===== src/hw/rtl/cibcp_pkg.sv =====
// Shared types and constants for the CPU idle/busy cycle profiler.
// No dependencies; imported by cibcp_share and cpu_idle_busy_cycle_profiler.
package cibcp_pkg;

    localparam int unsigned STAMP_W = 64;
    localparam int unsigned COUNT_W = 32;
    localparam int unsigned PPM_W   = 20;
    // part * 1e6 fits in 64 + 20 bits
    localparam int unsigned PROD_W  = STAMP_W + PPM_W;
    localparam int unsigned HALF_W  = STAMP_W / 2;

    localparam logic [PPM_W-1:0] PPM_SCALE = PPM_W'(1000000);

    // event codes
    localparam logic [1:0] REQ_SWITCH_IN  = 2'd0;
    localparam logic [1:0] REQ_SWITCH_OUT = 2'd1;
    localparam logic [1:0] REQ_CLEAR      = 2'd2;
    localparam logic [1:0] REQ_SNAPSHOT   = 2'd3;

    typedef struct packed {
        logic [1:0]         req_type;
        logic [STAMP_W-1:0] timestamp;
        logic               task_present;
        logic               task_is_idle;
    } t_req;

    typedef struct packed {
        logic [STAMP_W-1:0] wall_count;
        logic [STAMP_W-1:0] idle_count;
        logic [STAMP_W-1:0] busy_cycles;
        logic [COUNT_W-1:0] switch_count;
        logic [PPM_W-1:0]   idle_ppm;
        logic [PPM_W-1:0]   busy_ppm;
    } t_rsp;

endpackage


===== src/hw/rtl/cibcp_share.sv =====
// Share unit: floor(part * 1e6 / whole), saturated at 1e6, 0 for whole == 0.
// One 32x20 multiplier for the low half and then the high half, then a restoring divider, one bit a cycle.
// Depends on cibcp_pkg.
module cibcp_share (
    input  logic                            i_clk,
    input  logic                            i_rst_n,
    input  logic                            i_start,
    input  logic [cibcp_pkg::STAMP_W-1:0]   i_part,
    input  logic [cibcp_pkg::STAMP_W-1:0]   i_whole,
    output logic                            o_done,
    output logic [cibcp_pkg::PPM_W-1:0]     o_ppm
);
    import cibcp_pkg::*;

    localparam int unsigned CNT_W = $clog2(PROD_W);
    localparam logic [CNT_W-1:0] LAST_STEP = CNT_W'(PROD_W - 1);

    typedef enum logic [4:0] {
        S_IDLE = 5'b00001,
        S_MLO  = 5'b00010,
        S_MHI  = 5'b00100,
        S_DIV  = 5'b01000,
        S_DONE = 5'b10000
    } t_state;

    t_state               r_state, n_state;
    logic [STAMP_W-1:0]   r_part;
    logic [STAMP_W-1:0]   r_whole;
    logic [PROD_W-1:0]    r_dvd;
    logic [STAMP_W-1:0]   r_rem;
    logic [PPM_W:0]       r_q;
    logic [CNT_W-1:0]     r_cnt;

    logic [HALF_W-1:0]       w_mul_a;
    logic [HALF_W+PPM_W-1:0] w_prod;
    logic [STAMP_W:0]        w_rem_sh;
    logic [STAMP_W:0]        w_diff;
    logic                    w_ge;
    logic [PPM_W:0]          w_q_sh;

    // shared multiplier: low half first, then high half
    assign w_mul_a = (r_state == S_MLO) ? r_part[HALF_W-1:0] : r_part[STAMP_W-1:HALF_W];
    assign w_prod  = w_mul_a * PPM_SCALE;

    assign w_rem_sh = {r_rem, r_dvd[PROD_W-1]};
    assign w_diff   = w_rem_sh - {1'b0, r_whole};
    assign w_ge     = (w_rem_sh >= {1'b0, r_whole});
    // quotient stops growing once past full scale
    assign w_q_sh   = (r_q <= {1'b0, PPM_SCALE}) ? {r_q[PPM_W-1:0], 1'b0} : r_q;

    always_comb begin
        n_state = r_state;
        unique case (r_state)
            S_IDLE: begin
                if (i_start) begin
                    n_state = (i_whole == '0) ? S_DONE : S_MLO;
                end
            end
            S_MLO:  n_state = S_MHI;
            S_MHI:  n_state = S_DIV;
            S_DIV: begin
                if (r_cnt == LAST_STEP) begin
                    n_state = S_DONE;
                end
            end
            S_DONE: n_state = S_IDLE;
            default: n_state = S_IDLE;
        endcase
    end

    always_ff @(posedge i_clk) begin
        if (!i_rst_n) begin
            r_state <= S_IDLE;
        end else begin
            r_state <= n_state;
        end
    end

    always_ff @(posedge i_clk) begin
        case (r_state)
            S_IDLE: begin
                r_part  <= i_part;
                r_whole <= i_whole;
                r_q     <= '0;
                r_rem   <= '0;
                r_cnt   <= '0;
            end
            S_MLO: begin
                r_dvd <= PROD_W'(w_prod);
            end
            S_MHI: begin
                r_dvd <= r_dvd + {w_prod, {HALF_W{1'b0}}};
            end
            S_DIV: begin
                r_rem <= w_ge ? w_diff[STAMP_W-1:0] : w_rem_sh[STAMP_W-1:0];
                r_q   <= w_q_sh | {{PPM_W{1'b0}}, w_ge};
                r_dvd <= {r_dvd[PROD_W-2:0], 1'b0};
                r_cnt <= r_cnt + 1'b1;
            end
            default: begin
            end
        endcase
    end

    assign o_done = (r_state == S_DONE);
    assign o_ppm  = (r_q > {1'b0, PPM_SCALE}) ? PPM_SCALE : r_q[PPM_W-1:0];

endmodule


===== src/hw/rtl/cpu_idle_busy_cycle_profiler.sv =====
// CPU idle/busy cycle profiler: top level, event sequencer and totals.
// Depends on cibcp_pkg and cibcp_share.
//
//  channel | signals                          | direction | carries
//  --------+----------------------------------+-----------+------------------------------
//  req     | i_req_valid, o_req_ready, i_req  | in        | scheduler event (t_req)
//  rsp     | o_rsp_valid, i_rsp_ready, o_rsp  | out       | snapshot totals + ppm (t_rsp)
//
// Switch-in and clear take effect in the accept cycle; the next transaction
// may follow in the next cycle. Switch-out runs a difference step, then an add step.
// Snapshot runs the same difference and add steps, then two passes of the share
// unit (multiply low and high halves, 84 divide steps, handoff) for idle and busy shares.
// Synchronous active-low reset clears all totals, the stamp and the active task.
// A finished result sits in the output register; a new event is taken meanwhile,
// and only a following snapshot waits there for the response to drain.
module cpu_idle_busy_cycle_profiler (
    input  logic              i_clk,
    input  logic              i_rst_n,
    input  logic              i_req_valid,
    output logic              o_req_ready,
    input  cibcp_pkg::t_req   i_req,
    output logic              o_rsp_valid,
    input  logic              i_rsp_ready,
    output cibcp_pkg::t_rsp   o_rsp
);
    import cibcp_pkg::*;

    typedef enum logic [7:0] {
        ST_IDLE   = 8'b00000001,
        ST_CHARGE = 8'b00000010,
        ST_ACCUM  = 8'b00000100,
        ST_IGO    = 8'b00001000,
        ST_IWAIT  = 8'b00010000,
        ST_BGO    = 8'b00100000,
        ST_BWAIT  = 8'b01000000,
        ST_OUT    = 8'b10000000
    } t_state;

    t_state              r_state, n_state;
    t_req                r_req;
    logic                r_active_valid;
    logic                r_active_idle;
    logic [STAMP_W-1:0]  r_start;
    logic [STAMP_W-1:0]  r_wall;
    logic [STAMP_W-1:0]  r_idle;
    logic [STAMP_W-1:0]  r_busy;
    logic [COUNT_W-1:0]  r_switches;
    logic [STAMP_W-1:0]  r_delta;
    logic                r_do_charge;
    logic [PPM_W-1:0]    r_idle_ppm;
    logic [PPM_W-1:0]    r_busy_ppm;
    logic                r_rsp_valid;
    t_rsp                r_rsp;

    logic                w_req_acc;
    logic                w_out_free;
    logic                w_sh_start;
    logic [STAMP_W-1:0]  w_sh_part;
    logic                w_sh_done;
    logic [PPM_W-1:0]    w_sh_ppm;

    assign o_req_ready = (r_state == ST_IDLE);
    assign w_req_acc   = i_req_valid && o_req_ready;
    assign w_out_free  = !r_rsp_valid || i_rsp_ready;

    // one share unit, used for the idle share and then the busy share
    assign w_sh_start = (r_state == ST_IGO) || (r_state == ST_BGO);
    assign w_sh_part  = (r_state == ST_IGO) ? r_idle : r_busy;

    cibcp_share u_share (
        .i_clk   (i_clk),
        .i_rst_n (i_rst_n),
        .i_start (w_sh_start),
        .i_part  (w_sh_part),
        .i_whole (r_wall),
        .o_done  (w_sh_done),
        .o_ppm   (w_sh_ppm)
    );

    always_comb begin
        n_state = r_state;
        unique case (r_state)
            ST_IDLE: begin
                if (w_req_acc && ((i_req.req_type == REQ_SWITCH_OUT) ||
                                  (i_req.req_type == REQ_SNAPSHOT))) begin
                    n_state = ST_CHARGE;
                end
            end
            ST_CHARGE: n_state = ST_ACCUM;
            ST_ACCUM: begin
                n_state = (r_req.req_type == REQ_SNAPSHOT) ? ST_IGO : ST_IDLE;
            end
            ST_IGO:    n_state = ST_IWAIT;
            ST_IWAIT: begin
                if (w_sh_done) begin
                    n_state = ST_BGO;
                end
            end
            ST_BGO:    n_state = ST_BWAIT;
            ST_BWAIT: begin
                if (w_sh_done) begin
                    n_state = ST_OUT;
                end
            end
            ST_OUT: begin
                if (w_out_free) begin
                    n_state = ST_IDLE;
                end
            end
            default: n_state = ST_IDLE;
        endcase
    end

    // control and architectural state
    always_ff @(posedge i_clk) begin
        if (!i_rst_n) begin
            r_state        <= ST_IDLE;
            r_active_valid <= 1'b0;
            r_active_idle  <= 1'b0;
            r_start        <= '0;
            r_wall         <= '0;
            r_idle         <= '0;
            r_busy         <= '0;
            r_switches     <= '0;
            r_rsp_valid    <= 1'b0;
        end else begin
            r_state <= n_state;

            // load wins over drain: the register refills as it empties
            if ((r_state == ST_OUT) && w_out_free) begin
                r_rsp_valid <= 1'b1;
            end else if (i_rsp_ready) begin
                r_rsp_valid <= 1'b0;
            end

            unique case (r_state)
                ST_IDLE: begin
                    if (w_req_acc) begin
                        case (i_req.req_type)
                            REQ_SWITCH_IN: begin
                                r_active_valid <= i_req.task_present;
                                r_active_idle  <= i_req.task_is_idle;
                                r_start        <= i_req.timestamp;
                            end
                            REQ_CLEAR: begin
                                r_wall     <= '0;
                                r_idle     <= '0;
                                r_busy     <= '0;
                                r_switches <= '0;
                                r_start    <= i_req.timestamp;
                            end
                            default: begin
                            end
                        endcase
                    end
                end
                ST_ACCUM: begin
                    if (r_do_charge) begin
                        r_wall  <= r_wall + r_delta;
                        r_start <= r_req.timestamp;
                        if (r_active_idle) begin
                            r_idle <= r_idle + r_delta;
                        end else begin
                            r_busy <= r_busy + r_delta;
                        end
                    end
                    if (r_req.req_type == REQ_SWITCH_OUT) begin
                        r_active_valid <= 1'b0;
                        r_switches     <= r_switches + 1'b1;
                    end
                end
                default: begin
                end
            endcase
        end
    end

    // payload registers
    always_ff @(posedge i_clk) begin
        if (w_req_acc) begin
            r_req <= i_req;
        end
        // stamp before the start point charges nothing
        if (r_state == ST_CHARGE) begin
            r_delta     <= r_req.timestamp - r_start;
            r_do_charge <= r_active_valid && (r_req.timestamp >= r_start);
        end
        if ((r_state == ST_IWAIT) && w_sh_done) begin
            r_idle_ppm <= w_sh_ppm;
        end
        // share unit clears its quotient once idle, so hold the busy share here
        if ((r_state == ST_BWAIT) && w_sh_done) begin
            r_busy_ppm <= w_sh_ppm;
        end
        if ((r_state == ST_OUT) && w_out_free) begin
            r_rsp.wall_count   <= r_wall;
            r_rsp.idle_count   <= r_idle;
            r_rsp.busy_cycles  <= r_busy;
            r_rsp.switch_count <= r_switches;
            r_rsp.idle_ppm     <= r_idle_ppm;
            r_rsp.busy_ppm     <= r_busy_ppm;
        end
    end

    assign o_rsp_valid = r_rsp_valid;
    assign o_rsp       = r_rsp;

endmodule

===== config.mk =====
export PLATFORM = sky130hd
export DESIGN_NAME = cpu_idle_busy_cycle_profiler
export DESIGN_NICKNAME = d
export VERILOG_FILES = /design/src/hw/rtl/cibcp_pkg.sv /design/src/hw/rtl/cibcp_share.sv /design/src/hw/rtl/cpu_idle_busy_cycle_profiler.sv
export SDC_FILE = /design/constraint.sdc
export NUM_CORES = 2
export LEC_CHECK = 0
export ABC_AREA = 1
export BUFFER_PORTS_ARGS = -buffer_cell sky130_fd_sc_hd__buf_2
export CAP_MARGIN = 40
export CORE_MARGIN = 3
export CORE_UTILIZATION = 40
export DETAILED_ROUTE_END_ITERATION = 12
export PLACE_DENSITY = 0.56
export SYNTH_ARGS = -nofsm -noshare
export SYNTH_HDL_FRONTEND = slang
export SYNTH_SLANG_ARGS = --single-unit

===== constraint.sdc =====
create_clock -name i_clk -period 18.4 [get_ports i_clk]
set_input_delay 0.92 -clock i_clk [delete_from_list [all_inputs] [get_ports i_clk]]
set_output_delay 0.92 -clock i_clk [all_outputs]
set_load 0.01 [all_outputs]

==> flow_summary.json <==
{
  "pre_cts_ws_ns": 9.08,
  "yosys.area_share.simple": 0.214,
  "worstHoldStart": "i_req[33]",
  "drt-initial-drc-count": 5430,
  "yosys.area_share.adder": 0.125,
  "synth-async-reset-ratio": 0,
  "edff_count_synth": 733,
  "critical-path-top-cell-by-count": "sky130_fd_sc_hd__inv_1",
  "cap_viol_max_count": 0,
  "wire_per_inst_um": 23.8,
  "drcViolationCount": 0,
  "path_buf_inv": 7,
  "cp_max_fo": 42,
  "antenna_violating_nets_post_route": 0,
  "synth.avg_cell_area_um2": 7.81,
  "core.rowCount": 153,
  "tritoncts.num_buffers": 115,
  "rsz_0062_raised_after_global_routing": "no",
  "post_cts.repair.setup_buffers": 0,
  "synth.ff_latch_count": 1037,
  "cpPeakStageDelay_ns": 0.57,
  "finalSetupViolCount": 0,
  "post_synth_mux_area_share": 0,
  "areaGrowthSynthToFinish_pct": 12.1,
  "timing.critical_path.slowest_stage_cell": "sky130_fd_sc_hd__fa_1",
  "final_cell_mix": "1908 x sky130_fd_sc_hd__nand2_1, 1188 x sky130_fd_sc_hd__inv_1, 1060 x sky130_fd_sc_hd__nor2_1, 953 x sky130_fd_sc_hd__a21oi_1, 733 x sky130_fd_sc_hd__edfxtp_1",
  "max_slew.worst_pin.slew_ns": 0.973,
  "topRoutingLayerUsed": "met5",
  "yosys_warnings": 0,
  "postSynthCellCount": 9015,
  "viasPerCell": 5.43,
  "routed-wl-met3_um": 15500,
  "mostFrequentLayoutCell": "sky130_fd_sc_hd__nand2_1",
  "hold_wc_path_type": "in2reg",
  "grt_pass1_wl_um": 408000,
  "finalWorstSetupSlack_ns": 9.01,
  "syn-cell-area_um2": 70400,
  "max_slew_margin": 0.351,
  "io_pins": 338,
  "grt.overflow.total": 0,
  "met1_length_um": 120000,
  "final_nets": 10100,
  "yosysSeqAreaShare": 0.399,
  "cts-hold-fix-buffers": 0,
  "drt_pre_antenna_iters": 6,
  "die_y_extent_um": 426,
  "synth_fp_nets": 9720,
  "fp.coreArea_um2": 174000,
  "synth-xor-area-share": 0.0251,
  "cts_root_buffer": "sky130_fd_sc_hd__clkbuf_16",
  "synth_ff_type": "sky130_fd_sc_hd__edfxtp_1",
  "hold_ws_ns": 0.317,
  "grt_antenna_before_repair": 17,
  "htree_levels": 3,
  "grt_usage": 0.303,
  "compound_cell_area_share_of_the_yosys_netlist": 0.163,
  "critPathRequiredTime_ns": 18.91,
  "post_synth_num_cell_types": 56,
  "dr_wl_met2_um": 127000,
  "vias_in_the_first_global_route": 62400,
  "max_freq_mhz": 106,
  "area_taken_by_flip_flops_and_latches_um2": 28100,
  "clock_insertion_delay_worst_skew_ns": 0.79,
  "count_of_input_and_output_buffers": 337,
  "post-route-period-util": 0.510,
  "cp.arrival_ns": 9.90,
  "run_status": "finished, final reports clean",
  "clock_path_buffers": 3,
  "clk_pin_slew_ns": 0.07,
  "multiInputGateArea_um2": 37200,
  "worstSetupEndpointType": "register",
  "reg2reg_from": "u_share.r_state[4]",
  "effective_utilization_at_floorplan": 0.404,
  "fillerInstances": 17700,
  "tritoncts": "done",
  "cts.sinks": 1037,
  "setup-tns-final_ns": 0,
  "critical_path.startpoint": "u_share.r_state[4]",
  "finalHoldViolCount": 0,
  "die_width_um": 426,
  "final_routed_wirelength_um": 280000,
  "detailed_place_hpwl_um": 226000,
  "finalCriticalPeriod_ns": 9.39,
  "dominant_combinational_cell_family_by_area_after_synthesis": "simple AND/OR/NAND/NOR gates",
  "ir_drop_mv": 0.0977,
  "routabilityCongestion": 0.990,
  "startpoint_type": "register",
  "fin_skew_ns": 0.0425,
  "number_of_vias_in_the_routed_layout": 64100,
  "leakagePower_nw": 34.8,
  "worst-setup-path-type": "reg2reg",
  "layout-drive-gt1-share": 0.0709,
  "maxSlewViolCount": 0,
  "critical-path-top-delay-family": "adder cells",
  "powerDensity_nw_per_um2": 116,
  "cts_repair_resize_count": 0,
  "grt_max_degree": 97,
  "flip_flop_count_of_the_largest_register_all_copies_and_words_added": 264,
  "floorplan.die_area_um2": 181000
}
[final timing paths]
| kind | to | slack [ns] | cells past startpoint |
|---|---|---|---|
| max | u_share.r_dvd[82] | 9.01 | 32 |
| min | r_req[33] | 0.32 | 1 |
| max reg2reg | u_share.r_dvd[82] | 9.01 | 32 |
| min reg2reg | o_rsp[11] | 0.42 | 0 |
[per-stage QoR]
stage	cells	area, µm²	power [mW]	util
floorplan	9015	70400	5.52	-
global placement	11600	74800	6.73	0.429
detailed placement	11600	75000	6.73	0.430
CTS	11800	79000	9.17	0.453
global route	11800	79000	9.74	0.453
finish	11800	79000	9.14	0.453
[where the power goes]
part | internal (mW) | switching (mW) | leakage [nW] | total, mW
Sequential | 2.79 | 0.164 | 9.79 | 2.96
Clock | 1.37 | 1.04 | 1.91 | 2.41
Combinational | 1.13 | 2.65 | 23.1 | 3.78
Total | 5.29 | 3.85 | 34.8 | 9.14
[kinds of logic (layout without fill, tap and decap cells)]
kind of cell,Yosys count,after routing
other,0,14
adders and majority gates,633,633
AOI/OAI and AO/OA,2090,2090
and+or+nand+nor,3680,3680
DFF,1037,1037
xor gates and xnor gates,202,202
buffers and inverters,1373,1818
[metal layers]
layer  GRT usage  vias to the layer above
met3      0.0391                      475
met1       0.393                    30500
met2       0.484                     1953
met5           0                        -
met4       0.179                        6
li1            -                    31200
[Yosys cell counts (7+ instances only)]
library cell / count / area [µm²]
sky130_fd_sc_hd__o21a_1: 53 / 398
sky130_fd_sc_hd__xor2_1: 126 / 1100
sky130_fd_sc_hd__o21bai_1: 58 / 435
sky130_fd_sc_hd__a21oi_1: 954 / 4770
sky130_fd_sc_hd__a22o_1: 28 / 245
sky130_fd_sc_hd__and2_1: 7 / 43.8
sky130_fd_sc_hd__a21boi_0: 20 / 150
sky130_fd_sc_hd__inv_1: 1189 / 4460
sky130_fd_sc_hd__dfxtp_1: 304 / 6090
sky130_fd_sc_hd__xnor2_1: 76 / 666
sky130_fd_sc_hd__o2111ai_1: 15 / 131
sky130_fd_sc_hd__fa_1: 122 / 2440
sky130_fd_sc_hd__nand3b_1: 37 / 278
sky130_fd_sc_hd__buf_2: 19 / 95.1
sky130_fd_sc_hd__and3_1: 9 / 56.3
sky130_fd_sc_hd__nor3_1: 104 / 521
sky130_fd_sc_hd__a31oi_1: 148 / 926
sky130_fd_sc_hd__clkinv_1: 9 / 33.8
sky130_fd_sc_hd__clkbuf_1: 137 / 514
sky130_fd_sc_hd__nand4_1: 71 / 444
sky130_fd_sc_hd__buf_1: 11 / 41.3
sky130_fd_sc_hd__o21ai_0: 626 / 3130
sky130_fd_sc_hd__nand3_1: 347 / 1740
sky130_fd_sc_hd__o21ai_1: 63 / 315
sky130_fd_sc_hd__o211ai_1: 21 / 158
sky130_fd_sc_hd__inv_2: 8 / 30.0
sky130_fd_sc_hd__edfxtp_1: 733 / 22000
sky130_fd_sc_hd__a211oi_1: 13 / 97.6
sky130_fd_sc_hd__a21o_1: 65 / 488
sky130_fd_sc_hd__nor2_1: 1065 / 4000
sky130_fd_sc_hd__nand2_1: 1912 / 7180
sky130_fd_sc_hd__nor4_1: 57 / 357
sky130_fd_sc_hd__or2_2: 54 / 338
sky130_fd_sc_hd__ha_1: 511 / 6390
[cell type report]
type                       instances  share of cell area
antenna                           14            0.000444
clock buffer                     143              0.0389
clock inverter                    74              0.0111
inverter                        1206              0.0574
multi-input combinational       6605               0.472
sequential                      1037               0.356
tap                             2325              0.0368
timing repair buffer             395              0.0281
No activity file was read; power rests on OpenSTA's default activity.
